[src/rtl/i2cms_pkg.sv]
package i2cms_pkg;

   // Opcodes of an input item.
   localparam logic [1:0] OP_WRITE  = 2'd0;
   localparam logic [1:0] OP_READ   = 2'd1;
   localparam logic [1:0] OP_STATUS = 2'd2;
   localparam logic [1:0] OP_UNUSED = 2'd3;

   // Transfer modes.
   localparam logic [1:0] MODE_PTR8    = 2'd0;
   localparam logic [1:0] MODE_PTR16   = 2'd1;
   localparam logic [1:0] MODE_RDONLY  = 2'd2;
   localparam logic [1:0] MODE_INVALID = 2'd3;

   // Request status codes.
   localparam logic [1:0] REQ_OK      = 2'd0;
   localparam logic [1:0] REQ_BUSY    = 2'd1;
   localparam logic [1:0] REQ_BADMODE = 2'd2;

   // Error codes.
   localparam logic [1:0] ERR_NONE    = 2'd0;
   localparam logic [1:0] ERR_NACK    = 2'd1;
   localparam logic [1:0] ERR_ARBLOST = 2'd2;
   localparam logic [1:0] ERR_BUS     = 2'd3;

   // Byte engine status codes.
   localparam logic [7:0] ST_BUS_ERROR = 8'h00;
   localparam logic [7:0] ST_START     = 8'h08;
   localparam logic [7:0] ST_RESTART   = 8'h10;
   localparam logic [7:0] ST_SLAW_ACK  = 8'h18;
   localparam logic [7:0] ST_SLAW_NACK = 8'h20;
   localparam logic [7:0] ST_DATA_ACK  = 8'h28;
   localparam logic [7:0] ST_DATA_NACK = 8'h30;
   localparam logic [7:0] ST_ARB_LOST  = 8'h38;
   localparam logic [7:0] ST_SLAR_ACK  = 8'h40;
   localparam logic [7:0] ST_SLAR_NACK = 8'h48;
   localparam logic [7:0] ST_RX_ACK    = 8'h50;
   localparam logic [7:0] ST_RX_NACK   = 8'h58;

   // Configuration register indexes.
   localparam logic CSR_SLAVE_ADDRESS = 1'b0;
   localparam logic CSR_TRANSFER_MODE = 1'b1;

   // Transfer phase, one-hot.
   typedef enum logic [4:0] {
      PH_NONE = 5'b00001,
      PH_WR   = 5'b00010,
      PH_RD   = 5'b00100,
      PH_WR16 = 5'b01000,
      PH_RD16 = 5'b10000
   } phase_type;

   typedef struct packed {
      logic [1:0]  opcode;
      logic [15:0] byte_count;
      logic [15:0] location;
      logic        has_buffer;
      logic [7:0]  status_code;
      logic [7:0]  rx_byte;
      logic [7:0]  next_tx_byte;
   } item_type;

   typedef struct packed {
      logic [1:0] request_status;
      logic       start_cond;
      logic       tx_valid;
      logic [7:0] tx_data;
      logic       ack_set;
      logic       ack_clear;
      logic       stop_cond;
      logic       start_clear;
      logic       rx_valid;
      logic [7:0] rx_data;
      logic       done_res;
      logic [1:0] error_code;
   } result_type;

   typedef struct packed {
      phase_type   phase;
      logic        idle_flag;
      logic [15:0] remaining;
      logic [15:0] pointer_value;
      logic [1:0]  last_error;
   } state_type;

   typedef struct packed {
      logic [6:0] slave_address;
      logic [1:0] transfer_mode;
   } cfg_type;

endpackage

[src/rtl/i2cms_if.sv]
interface i2cms_req_if;
   logic        valid;
   logic        ready;
   logic [1:0]  opcode;
   logic [15:0] byte_count;
   logic [15:0] location;
   logic        has_buffer;
   logic [7:0]  status_code;
   logic [7:0]  rx_byte;
   logic [7:0]  next_tx_byte;

   modport source (output valid, opcode, byte_count, location, has_buffer, status_code,
                   rx_byte, next_tx_byte, input ready);
   modport sink (input valid, opcode, byte_count, location, has_buffer, status_code,
                 rx_byte, next_tx_byte, output ready);
endinterface

interface i2cms_rsp_if;
   logic       valid;
   logic       ready;
   logic [1:0] request_status;
   logic       start_cond;
   logic       tx_valid;
   logic [7:0] tx_data;
   logic       ack_set;
   logic       ack_clear;
   logic       stop_cond;
   logic       start_clear;
   logic       rx_valid;
   logic [7:0] rx_data;
   logic       done_res;
   logic [1:0] error_code;

   modport source (output valid, request_status, start_cond, tx_valid, tx_data, ack_set,
                   ack_clear, stop_cond, start_clear, rx_valid, rx_data, done_res,
                   error_code, input ready);
   modport sink (input valid, request_status, start_cond, tx_valid, tx_data, ack_set,
                 ack_clear, stop_cond, start_clear, rx_valid, rx_data, done_res,
                 error_code, output ready);
endinterface

[src/rtl/i2c_master_transfer_sequencer_top.sv]
// An accepted item passes through the input register, then the result register,
// with one step of logic in between.
// Throughput: one item per cycle while results are taken; a stalled result lets
// one more item into the input register and then holds the input off.
// Reset (synchronous, active high) empties both registers, makes the sequencer
// idle with no count, pointer or error, and clears both configuration registers.
module i2c_master_transfer_sequencer_top
   import i2cms_pkg::*;
(
   input logic           clock,
   input logic           reset,
   i2cms_req_if.sink     req_chan,
   i2cms_rsp_if.source   rsp_chan,
   input logic           csr_we,
   input logic           csr_index,
   input logic [6:0]     csr_wdata
);

   cfg_type    cfg_ff;
   item_type   item_ff;
   item_type   item_in;
   logic       in_valid_ff;
   logic       in_valid_in;
   result_type result_ff;
   result_type result_in;
   logic       rsp_valid_ff;
   logic       rsp_valid_in;
   state_type  state_ff;
   state_type  state_in;
   logic       advance;
   logic       req_accept;

   // Configuration registers.
   always_ff @(posedge clock) begin
      if (reset) begin
         cfg_ff <= '0;
      end else if (csr_we) begin
         unique case (csr_index)
            CSR_SLAVE_ADDRESS: cfg_ff.slave_address <= csr_wdata;
            CSR_TRANSFER_MODE: cfg_ff.transfer_mode <= csr_wdata[1:0];
            default: begin
            end
         endcase
      end
   end

   // Handshake: the input stage moves on when the result register is empty or being taken.
   assign advance        = in_valid_ff && (!rsp_valid_ff || rsp_chan.ready);
   assign req_chan.ready = !in_valid_ff || advance;
   assign req_accept     = req_chan.valid && req_chan.ready;
   assign in_valid_in    = req_accept || (in_valid_ff && !advance);
   assign rsp_valid_in   = advance || (rsp_valid_ff && !rsp_chan.ready);

   assign item_in = '{opcode:       req_chan.opcode,
                      byte_count:   req_chan.byte_count,
                      location:     req_chan.location,
                      has_buffer:   req_chan.has_buffer,
                      status_code:  req_chan.status_code,
                      rx_byte:      req_chan.rx_byte,
                      next_tx_byte: req_chan.next_tx_byte};

   // Sequencing logic for the item in the input register.
   i2cms_step u_step (
      .item     (item_ff),
      .state    (state_ff),
      .cfg      (cfg_ff),
      .result   (result_in),
      .state_nx (state_in)
   );

   // Valid bits and sequencer state.
   always_ff @(posedge clock) begin
      if (reset) begin
         in_valid_ff             <= 1'b0;
         rsp_valid_ff            <= 1'b0;
         state_ff.phase          <= PH_NONE;
         state_ff.idle_flag      <= 1'b1;
         state_ff.remaining      <= '0;
         state_ff.pointer_value  <= '0;
         state_ff.last_error     <= ERR_NONE;
      end else begin
         in_valid_ff  <= in_valid_in;
         rsp_valid_ff <= rsp_valid_in;
         if (advance) begin
            state_ff <= state_in;
         end
      end
   end

   // Payload registers.
   always_ff @(posedge clock) begin
      if (req_accept) begin
         item_ff <= item_in;
      end
      if (advance) begin
         result_ff <= result_in;
      end
   end

   assign rsp_chan.valid          = rsp_valid_ff;
   assign rsp_chan.request_status = result_ff.request_status;
   assign rsp_chan.start_cond     = result_ff.start_cond;
   assign rsp_chan.tx_valid       = result_ff.tx_valid;
   assign rsp_chan.tx_data        = result_ff.tx_data;
   assign rsp_chan.ack_set        = result_ff.ack_set;
   assign rsp_chan.ack_clear      = result_ff.ack_clear;
   assign rsp_chan.stop_cond      = result_ff.stop_cond;
   assign rsp_chan.start_clear    = result_ff.start_clear;
   assign rsp_chan.rx_valid       = result_ff.rx_valid;
   assign rsp_chan.rx_data        = result_ff.rx_data;
   assign rsp_chan.done_res       = result_ff.done_res;
   assign rsp_chan.error_code     = result_ff.error_code;

   // An error is only ever reported with the end of a transfer.
   assert property (@(posedge clock) disable iff (reset)
      rsp_valid_ff && (result_ff.error_code != ERR_NONE) |-> result_ff.done_res)
      else $error("error code without done");

   // A request that starts a transfer leaves the sequencer busy.
   assert property (@(posedge clock) disable iff (reset)
      advance && (item_ff.opcode != OP_STATUS) && result_in.start_cond |=> !state_ff.idle_flag)
      else $error("started transfer left sequencer idle");

   // A stalled result keeps a pending item in the input register.
   assert property (@(posedge clock) disable iff (reset)
      in_valid_ff && rsp_valid_ff && !rsp_chan.ready |=> in_valid_ff && rsp_valid_ff)
      else $error("item dropped while result stalled");

endmodule

[src/rtl/i2cms_step.sv]
module i2cms_step
   import i2cms_pkg::*;
(
   input  item_type   item,
   input  state_type  state,
   input  cfg_type    cfg,
   output result_type result,
   output state_type  state_nx
);

   logic        is_write;
   logic [15:0] rem_dec;
   logic        rem_gt1;
   logic        rem_dec_gt1;
   logic        ph_16;

   assign is_write    = (item.opcode == OP_WRITE);
   assign rem_dec     = (state.remaining != 16'd0) ? state.remaining - 16'd1
                                                   : state.remaining;
   assign rem_gt1     = (state.remaining[15:1] != 15'd0);
   assign rem_dec_gt1 = (rem_dec[15:1] != 15'd0);
   assign ph_16       = (state.phase == PH_WR16) || (state.phase == PH_RD16);

   // One step: decode the item against the current state.
   always_comb begin
      result   = '0;
      state_nx = state;
      unique case (item.opcode)
         OP_WRITE, OP_READ: begin
            // A new request is taken only while idle, with a nonzero byte count and a usable mode.
            if (!state.idle_flag) begin
               result.request_status = REQ_BUSY;
            end else if (item.byte_count == 16'd0) begin
               result.done_res = 1'b1;
            end else if (cfg.transfer_mode == MODE_INVALID ||
                         (cfg.transfer_mode == MODE_RDONLY && is_write)) begin
               result.request_status = REQ_BADMODE;
            end else begin
               unique case (cfg.transfer_mode)
                  MODE_PTR8: begin
                     state_nx.pointer_value = {item.location[7:0], 8'h00};
                     state_nx.phase         = is_write ? PH_WR : PH_RD;
                  end
                  MODE_PTR16: begin
                     state_nx.pointer_value = item.location;
                     state_nx.phase         = is_write ? PH_WR16 : PH_RD16;
                  end
                  default: begin
                     state_nx.phase = PH_NONE;
                  end
               endcase
               state_nx.remaining = item.has_buffer ? item.byte_count : 16'd0;
               state_nx.idle_flag = 1'b0;
               result.start_cond  = 1'b1;
            end
         end
         OP_STATUS: begin
            if (!state.idle_flag) begin
               unique case (item.status_code)
                  ST_START, ST_RESTART: begin
                     // Address byte: read bit set unless a pointer is still due.
                     state_nx.last_error = ERR_NONE;
                     result.tx_valid     = 1'b1;
                     result.tx_data      = {cfg.slave_address, state.phase == PH_NONE};
                     result.ack_set      = 1'b1;
                     result.start_clear  = 1'b1;
                  end
                  ST_SLAW_ACK: begin
                     result.tx_valid = 1'b1;
                     result.tx_data  = state.pointer_value[15:8];
                     result.ack_set  = 1'b1;
                  end
                  ST_DATA_ACK: begin
                     if (ph_16) begin
                        result.tx_valid = 1'b1;
                        result.tx_data  = state.pointer_value[7:0];
                        result.ack_set  = 1'b1;
                        state_nx.phase  = (state.phase == PH_RD16) ? PH_RD : PH_WR;
                     end else if (state.phase == PH_RD) begin
                        // Pointer sent: turn around with a repeated start.
                        result.ack_set    = 1'b1;
                        result.start_cond = 1'b1;
                        state_nx.phase    = PH_NONE;
                     end else if (state.remaining != 16'd0) begin
                        result.tx_valid    = 1'b1;
                        result.tx_data     = item.next_tx_byte;
                        result.ack_set     = 1'b1;
                        state_nx.remaining = state.remaining - 16'd1;
                     end else begin
                        result.ack_set      = 1'b1;
                        result.stop_cond    = 1'b1;
                        result.done_res     = 1'b1;
                        result.error_code   = ERR_NONE;
                        state_nx.last_error = ERR_NONE;
                        state_nx.idle_flag  = 1'b1;
                        state_nx.phase      = PH_NONE;
                     end
                  end
                  ST_SLAW_NACK, ST_DATA_NACK, ST_SLAR_NACK, ST_ARB_LOST: begin
                     result.stop_cond    = 1'b1;
                     result.done_res     = 1'b1;
                     result.error_code   = (item.status_code == ST_ARB_LOST) ? ERR_ARBLOST
                                                                             : ERR_NACK;
                     state_nx.last_error = result.error_code;
                     state_nx.remaining  = 16'd0;
                     state_nx.idle_flag  = 1'b1;
                     state_nx.phase      = PH_NONE;
                  end
                  ST_SLAR_ACK: begin
                     result.ack_set   = rem_gt1;
                     result.ack_clear = !rem_gt1;
                  end
                  ST_RX_ACK: begin
                     state_nx.remaining = rem_dec;
                     result.rx_valid    = 1'b1;
                     result.rx_data     = item.rx_byte;
                     result.ack_set     = rem_dec_gt1;
                     result.ack_clear   = !rem_dec_gt1;
                  end
                  ST_RX_NACK: begin
                     // Last byte received: keep the recorded error.
                     state_nx.remaining = rem_dec;
                     result.rx_valid    = 1'b1;
                     result.rx_data     = item.rx_byte;
                     result.stop_cond   = 1'b1;
                     result.done_res    = 1'b1;
                     result.error_code  = state.last_error;
                     state_nx.idle_flag = 1'b1;
                     state_nx.phase     = PH_NONE;
                  end
                  ST_BUS_ERROR: begin
                     result.stop_cond    = 1'b1;
                     result.done_res     = 1'b1;
                     result.error_code   = ERR_BUS;
                     state_nx.last_error = ERR_BUS;
                     state_nx.idle_flag  = 1'b1;
                     state_nx.phase      = PH_NONE;
                  end
                  default: begin
                  end
               endcase
            end
         end
         default: begin
         end
      endcase
   end

endmodule

[src/flat_wrapper.sv]
// flat-port wrapper written by rule: the top's interface ports become plain ports
module i2c_master_transfer_sequencer_top_flat import i2cms_pkg::*;
  (clock, reset, csr_we, csr_index, csr_wdata, req_chan_valid, req_chan_opcode, req_chan_byte_count, req_chan_location, req_chan_has_buffer, req_chan_status_code, req_chan_rx_byte, req_chan_next_tx_byte, req_chan_ready, rsp_chan_valid, rsp_chan_request_status, rsp_chan_start_cond, rsp_chan_tx_valid, rsp_chan_tx_data, rsp_chan_ack_set, rsp_chan_ack_clear, rsp_chan_stop_cond, rsp_chan_start_clear, rsp_chan_rx_valid, rsp_chan_rx_data, rsp_chan_done_res, rsp_chan_error_code, rsp_chan_ready);
  i2cms_req_if req_chan_i ();
  i2cms_rsp_if rsp_chan_i ();
  input logic clock;
  input logic reset;
  input logic csr_we;
  input logic csr_index;
  input logic [6:0] csr_wdata;
  input wire logic [$bits(req_chan_i.valid)-1:0] req_chan_valid;
  input wire logic [$bits(req_chan_i.opcode)-1:0] req_chan_opcode;
  input wire logic [$bits(req_chan_i.byte_count)-1:0] req_chan_byte_count;
  input wire logic [$bits(req_chan_i.location)-1:0] req_chan_location;
  input wire logic [$bits(req_chan_i.has_buffer)-1:0] req_chan_has_buffer;
  input wire logic [$bits(req_chan_i.status_code)-1:0] req_chan_status_code;
  input wire logic [$bits(req_chan_i.rx_byte)-1:0] req_chan_rx_byte;
  input wire logic [$bits(req_chan_i.next_tx_byte)-1:0] req_chan_next_tx_byte;
  output wire logic [$bits(req_chan_i.ready)-1:0] req_chan_ready;
  output wire logic [$bits(rsp_chan_i.valid)-1:0] rsp_chan_valid;
  output wire logic [$bits(rsp_chan_i.request_status)-1:0] rsp_chan_request_status;
  output wire logic [$bits(rsp_chan_i.start_cond)-1:0] rsp_chan_start_cond;
  output wire logic [$bits(rsp_chan_i.tx_valid)-1:0] rsp_chan_tx_valid;
  output wire logic [$bits(rsp_chan_i.tx_data)-1:0] rsp_chan_tx_data;
  output wire logic [$bits(rsp_chan_i.ack_set)-1:0] rsp_chan_ack_set;
  output wire logic [$bits(rsp_chan_i.ack_clear)-1:0] rsp_chan_ack_clear;
  output wire logic [$bits(rsp_chan_i.stop_cond)-1:0] rsp_chan_stop_cond;
  output wire logic [$bits(rsp_chan_i.start_clear)-1:0] rsp_chan_start_clear;
  output wire logic [$bits(rsp_chan_i.rx_valid)-1:0] rsp_chan_rx_valid;
  output wire logic [$bits(rsp_chan_i.rx_data)-1:0] rsp_chan_rx_data;
  output wire logic [$bits(rsp_chan_i.done_res)-1:0] rsp_chan_done_res;
  output wire logic [$bits(rsp_chan_i.error_code)-1:0] rsp_chan_error_code;
  input wire logic [$bits(rsp_chan_i.ready)-1:0] rsp_chan_ready;
  assign req_chan_i.valid = req_chan_valid;
  assign req_chan_i.opcode = req_chan_opcode;
  assign req_chan_i.byte_count = req_chan_byte_count;
  assign req_chan_i.location = req_chan_location;
  assign req_chan_i.has_buffer = req_chan_has_buffer;
  assign req_chan_i.status_code = req_chan_status_code;
  assign req_chan_i.rx_byte = req_chan_rx_byte;
  assign req_chan_i.next_tx_byte = req_chan_next_tx_byte;
  assign req_chan_ready = req_chan_i.ready;
  assign rsp_chan_valid = rsp_chan_i.valid;
  assign rsp_chan_request_status = rsp_chan_i.request_status;
  assign rsp_chan_start_cond = rsp_chan_i.start_cond;
  assign rsp_chan_tx_valid = rsp_chan_i.tx_valid;
  assign rsp_chan_tx_data = rsp_chan_i.tx_data;
  assign rsp_chan_ack_set = rsp_chan_i.ack_set;
  assign rsp_chan_ack_clear = rsp_chan_i.ack_clear;
  assign rsp_chan_stop_cond = rsp_chan_i.stop_cond;
  assign rsp_chan_start_clear = rsp_chan_i.start_clear;
  assign rsp_chan_rx_valid = rsp_chan_i.rx_valid;
  assign rsp_chan_rx_data = rsp_chan_i.rx_data;
  assign rsp_chan_done_res = rsp_chan_i.done_res;
  assign rsp_chan_error_code = rsp_chan_i.error_code;
  assign rsp_chan_i.ready = rsp_chan_ready;
  i2c_master_transfer_sequencer_top u_core (.clock(clock), .reset(reset), .req_chan(req_chan_i), .rsp_chan(rsp_chan_i), .csr_we(csr_we), .csr_index(csr_index), .csr_wdata(csr_wdata));
endmodule
[config.mk]
export PLATFORM = sky130hd
export DESIGN_NAME = i2c_master_transfer_sequencer_top_flat
export DESIGN_NICKNAME = d
export VERILOG_FILES = /design/src/rtl/i2cms_pkg.sv /design/src/rtl/i2cms_if.sv /design/src/rtl/i2c_master_transfer_sequencer_top.sv /design/src/rtl/i2cms_step.sv /design/src/flat_wrapper.sv
export SDC_FILE = /design/constraint.sdc
export NUM_CORES = 1
export LEC_CHECK = 0
export BUFFER_PORTS_ARGS = -buffer_cell sky130_fd_sc_hd__clkbuf_2
export CAP_MARGIN = 40
export CORE_ASPECT_RATIO = 0.8
export CORE_MARGIN = 8
export CORE_UTILIZATION = 50
export CTS_BUF_LIST = sky130_fd_sc_hd__clkbuf_8
export CTS_CLUSTER_DIAMETER = 120
export DETAILED_ROUTE_END_ITERATION = 6
export PLACE_DENSITY = 0.74
export SLEW_MARGIN = 20
export SYNTH_ARGS = -nofsm -noshare
export SYNTH_HDL_FRONTEND = slang
export SYNTH_HIERARCHICAL = 1
export SYNTH_SLANG_ARGS = --single-unit
[constraint.sdc]
create_clock -name clock -period 4.6 [get_ports clock]
set_input_delay 1.15 -clock clock [delete_from_list [all_inputs] [get_ports clock]]
set_output_delay 1.15 -clock clock [all_outputs]
set_load 0.02 [all_outputs]
# ---- Word-level counts from Yosys, hierarchy flattened
# Index checks and enable logic that the tools add are counted.
dict set report word_totals {
  reg_bits 138
  input_bits 72
  output_inout_bits 30
  elab_cells 165
}
dict set report op_classes {
  n_addsub 1
  n_eq_ne 32
  n_mux 53
  n_bitwise 7
  n_reduce_logical 43
}
# operator n
set ops {}
lappend ops {{38-bit two-way mux} 3}
lappend ops {{16-bit one-hot mux with 3 select lines} 1}
lappend ops {{22-bit one-hot mux with 2 select lines} 1}
lappend ops {{17-bit two-way mux} 2}
lappend ops {{8-bit by 6-bit == test with 1-bit output, second input constant} 4}
lappend ops {{8-bit by 7-bit == test with 1-bit output, second input constant} 4}
lappend ops {{16-bit two-way mux} 2}
lappend ops {{16-bit one-hot mux with 2 select lines} 1}
lappend ops {{15-bit nonzero test} 2}
lappend ops {{9-bit two-way mux} 3}
lappend ops {{9-bit one-hot mux with 3 select lines} 1}
lappend ops {{26-bit two-way mux} 1}
lappend ops {{22-bit two-way mux} 1}
lappend ops {{8-bit by 5-bit == test with 1-bit output, second input constant} 2}
lappend ops {{16-bit logical NOT} 1}
lappend ops {{16-bit nonzero test} 1}
lappend ops {{16-bit by 1-bit subtractor with 16-bit output, second input constant} 1}
lappend ops {{3-bit two-way mux} 5}
lappend ops {{5-bit two-way mux} 3}
lappend ops {{1-bit two-way mux} 12}
lappend ops {{2-bit two-way mux} 6}
lappend ops {{2-bit != test, second input constant} 6}
lappend ops {{3-bit one-hot mux with 4 select lines} 1}
lappend ops {{6-bit one-hot mux with 2 select lines} 1}
lappend ops {{35 further kinds} 71}

# ---- Longest topological paths before layout
dict set report logic_depth {
  word_depth 7
  ltp_mapped 13
  mapped_depth_nobuf 11
}

# ---- Modules after synthesis
# Netlist, hierarchy kept.
# mod n_inst cells_per_inst area_per_inst_um2 seq_area_each_um2
set modules_own_cells {}
lappend modules_own_cells {i2c_master_transfer_sequencer_top 1 304 4845.9 3633.5}
lappend modules_own_cells {i2cms_step 1 396 2346.0 0.0}

# ---- Worst setup path after synthesis
# OpenSTA, ideal clock, no wires.
dict set report synth_timing {
  path_kind {input to register}
  start {input port rsp_chan_ready}
  end {register u_core/item_ff[0] (netlist bit) (enable)}
  setup_time_ns 0.495
  arrival_time_ns 4.085
  required_ns 4.105
  slack_ns 0.019
  path_stages 2
  path_buffers 0
  cell_sequence {nor2b_4 > a21oi_1}
}
dict set report synth_between {
  elab_chain_cells 4
}
# element line_no
set synth_lines {}
lappend synth_lines {{from (decl)} flat_wrapper.sv:33} ;# input wire logic [$bits(rsp_chan_i.ready)-1:0] rsp_chan_ready;
lappend synth_lines {{1-bit logical OR} i2c_master_transfer_sequencer_top.sv:48} ;# assign advance = in_valid_ff && (!rsp_valid_ff || rsp_chan.ready);
lappend synth_lines {{1-bit logical AND} i2c_master_transfer_sequencer_top.sv:48}
lappend synth_lines {{1-bit logical OR} i2c_master_transfer_sequencer_top.sv:49} ;# assign req_chan.ready = !in_valid_ff || advance;
lappend synth_lines {{1-bit logical AND} i2c_master_transfer_sequencer_top.sv:50} ;# assign req_accept = req_chan.valid && req_chan.ready;
lappend synth_lines {{named net u_core.req_accept} i2c_master_transfer_sequencer_top.sv:31} ;# logic req_accept;
lappend synth_lines {{to (signal assigned)} i2c_master_transfer_sequencer_top.sv:93} ;# item_ff <= item_in;
lappend synth_lines {{to (decl)} i2c_master_transfer_sequencer_top.sv:20} ;# item_type item_ff;
# The timed path passes the listed nets, and every way through them passes these cells.
# A chain may end at the register's enable or synchronous reset.

# ---- Worst setup path in the final report
dict set report layout_timing {
  start {register u_core/state_ff[18] (netlist bit)}
  end {register u_core.result_ff, in the netlist u_core/rsp_chan.ack_clear, data pin}
}
dict set report layout_between {
  elab_chain_cells 5
  word_cells_on_any_way 6
  cone_classes {add/sub (1); mux (2); reduce/logical (3)}
}
# element line_no
set layout_lines {}
lappend layout_lines {{from (decl)} i2c_master_transfer_sequencer_top.sv:28} ;# state_type state_ff;
lappend layout_lines {{from (signal assigned)} i2c_master_transfer_sequencer_top.sv:85} ;# state_ff <= state_in;
lappend layout_lines {{16-bit by 1-bit subtractor with 16-bit output or 16-bit nonzero test (tied branches)} i2cms_step.sv:18} ;# assign rem_dec = (state.remaining != 16'd0) ? state.remaining - 16'd1
lappend layout_lines {{16-bit two-way mux (*)} -}
lappend layout_lines {{15-bit nonzero test (*)} i2cms_step.sv:21} ;# assign rem_dec_gt1 = (rem_dec[15:1] != 15'd0);
lappend layout_lines {{1-bit logical NOT (*)} i2cms_step.sv:118} ;# result.ack_clear = !rem_dec_gt1;
lappend layout_lines {{1-bit one-hot mux with 2 select lines (*)} i2cms_step.sv:59} ;# unique case (item.status_code)
lappend layout_lines {{to (signal assigned)} i2c_master_transfer_sequencer_top.sv:96} ;# result_ff <= result_in;
lappend layout_lines {{to (decl)} i2c_master_transfer_sequencer_top.sv:24} ;# result_type result_ff;
# Every way passes the cells marked *; elsewhere a longest branch is shown, timed or not.

==> impl_metrics.tcl <==
set metrics [dict create \
    ys.flop_type "edfxtp_1" \
    cp.required_ns 4.84 \
    clock-root-buffer "clkbuf_8" \
    setup.worst_path.start_class "flop" \
    clkTransAtPathRegs_ns 0.09 \
    yosysTopAreaCell "edfxtp_1" \
    drc 36 \
    async_flop_share_pct 0 \
    drtIter0Drc 867 \
    syn_nets 774 \
    dpl-instance-area_um2 7780 \
    cts_resized 0 \
    coreArea_um2 14200 \
    rr_startpoint "u_core/state_ff[18]" \
    initial_core_util_pct 50.8 \
    maxCapViolCount 0 \
    ys_ff_latch 138 \
    syn_inst 700 \
    crit_path_max_fanout 15 \
    layout-drive-gt1-share_pct 19.6 \
    cts.sinks 138 \
    rows 39 \
    dr.pass1.iters 7 \
    ff2ff_setup_slack_ns 1.12 \
    synth_edf_count 87 \
    worst-slew-pin-transition_ns 0.796 \
    hold_ws_ns 0.495 \
    ioPinCount 102 \
    viasPerCell 5.91 \
    synthTopCellsByCount "edfxtp_1, nand2b_1, nor2_1" \
    grt_overflow 0 \
    synth_top_area_share_pct 36.3 \
    arrival_ns 3.72 \
    synth_seq_area_share_pct 50.5 \
    grt_usage_pct 20.4 \
    ctsHoldBuffers 0 \
    violations "design-rule violations" \
    grt_pass1_wl_um 29400 \
    cts_setup_buffers 0 \
    num_antenna_cells 0 \
    detailed_place_hpwl_um 13900 \
    power.leakage_nw 3.11 \
    antenna_found_initial 0 \
    numCtsBuffers 17 \
    yosys.area_share.adder_pct 0.348 \
    final_util_pct 57.9 \
    tns_ns 0 \
    synth.distinct_cells 68 \
    reg2reg_to "u_core/rsp_chan.ack_clear" \
    fp.dieArea_um2 18500 \
    synth_area_per_cell_um2 10.3 \
    fin_total_pwr_mw 2.79 \
    max_slew_margin_pct 46.7 \
    nNetsFinal 856 \
    gp_congestion 0.925 \
    synth-xor-area-share_pct 0.731 \
    synth_top_family_by_area "simple AND/OR/NAND/NOR gates" \
    ant_nets 0 \
    end_kind "flop" \
    finalCritPeriodShare_pct 75.6 \
    skew_ns 0.0168 \
    vdd_drop_max_mv 0.266 \
    worstHoldStart "u_core/state_ff[1]" \
    synth_area_leaders "edfxtp_1, dfxtp_1, nand2b_1" \
    cellPowerDensity_nw_per_um2 340 \
    synthMuxAreaShare_pct 6.96 \
    final_hold_viol_count 0 \
    hold_depth 2 \
    drt-total-wl_um 18900 \
    avgRoutedWirePerCell_um 19.3 \
    die_h_um 123 \
    setup_viol 0 \
    synth.most_common_cell "edfxtp_1" \
    synthSimpleGateAreaFrac_pct 23.1 \
    dieWidth_um 150 \
    cts_buffer_depth 2 \
    grt_start_max_net_pins 60 \
    min_period_ns 3.48 \
    outcome "finished with violations" \
    min_to "u_core/state_ff[1]" \
    area_growth_syn_to_layout_pct 13.9 \
    vias 5784 \
    hp-class "flop to flop" \
    clock.fmax_mhz 287 \
    fillCellCount 1209 \
    crit_type "flop to flop" \
    final_design_area_no_fill_um2 8190 \
    htree_num_levels 4 \
    grt_pass1_vias 5460 \
    port-buffer-count 101 \
    cts_tree "done" \
    rsz0062_at_grt "no" \
    syn_area_um2 7190 \
    synth_compound_gate_area_share_pct 13.6 \
    maxSlewViolCount 0 \
    r2r_cells 9 \
    clk_latency_ns 0.45 \
    ys_warn_count 6 \
]
## per-stage QoR
stage	cells	setup slack, ns
final	979	1.12
after global routing	979	0.898
after CTS	979	1.23
after detailed placement	947	1.27
after global placement	942	1.51
after floorplan	700	0.0193
## layout make-up
class                   instances  area [um^2]  area share [%]
flip-flops and latches        138         3630            44.3
well taps                     184          230            2.81
multi-input cells             494         3230            39.5
repair buffers                112          616            7.51
clock inverters                14          160            1.95
clock buffers                  18          248            3.02
inverters                      19         71.3           0.870
## critical path: stages (launching register included)
cell       delay (ns)
dfxtp_1          0.43
inv_1            0.12
ha_1             0.26
nor3b_1          0.41
nand4_1          0.65
o21ai_0          0.51
nand2_1          0.11
nor4_1           0.22
nand4_1          0.14
a2111oi_1        0.41
## registers in the layout, indices dropped and copies added (netlist names), 2 cells and up
signal	flops
u_core/item_ff	59
u_core/rsp_chan.rx_data	8
u_core/rsp_chan.request_status	2
u_core/rsp_chan.error_code	2
u_core/state_ff	40
u_core/rsp_chan.tx_data	8
u_core/cfg_ff	9
## placed cells by master, fill, tap and decap left out, types with 18 or more instances in the layout
cell type / synthesis / layout
o21ai_0: 29 / 29
nand2_1: 34 / 34
nand3_1: 22 / 22
edfxtp_1: 87 / 87
mux2i_1: 50 / 50
nor3_1: 18 / 18
inv_1: 19 / 19
nor2_1: 63 / 63
a21oi_1: 27 / 26
dfxtp_1: 51 / 51
nand2b_1: 82 / 82
clkbuf_2: 0 / 101
clkbuf_8: 0 / 18
## cells by family after synthesis
kind of cell             Yosys count
AND/OR/NAND/NOR                  298
buffers and inverters             68
AO/OA/AOI/OAI                    138
multiplexers                      50
XOR/XNOR                           6
flip-flops                       138
adder cells (fa/ha/maj)            2
## per-layer routing
metal	GRT usage [%]	part of all wire [%]
met5	0	0
met1	30.4	49
met4	6.92	1.5
met3	4.21	8.2
met2	28.7	41
## report_power, final
| part | switching (mW) | internal [mW] |
|---|---|---|
| Combinational | 0.216 | 0.141 |
| Clock | 0.503 | 0.510 |
| Sequential | 0.0465 | 1.37 |
## worst max-delay path by stage
stage,startpoint,end,cells past startpoint
after floorplan,rsp_chan_ready,u_core/item_ff[0],2
after detailed placement,u_core/state_ff[18],u_core/rsp_chan.ack_clear,9
after CTS,u_core/state_ff[18],u_core/rsp_chan.ack_clear,9
final,u_core/state_ff[18],u_core/rsp_chan.ack_clear,9
after global routing,u_core/state_ff[18],u_core/rsp_chan.ack_clear,9
after global placement,u_core/state_ff[18],u_core/rsp_chan.ack_clear,9
Note: power is estimated with default switching activity, not from simulation.
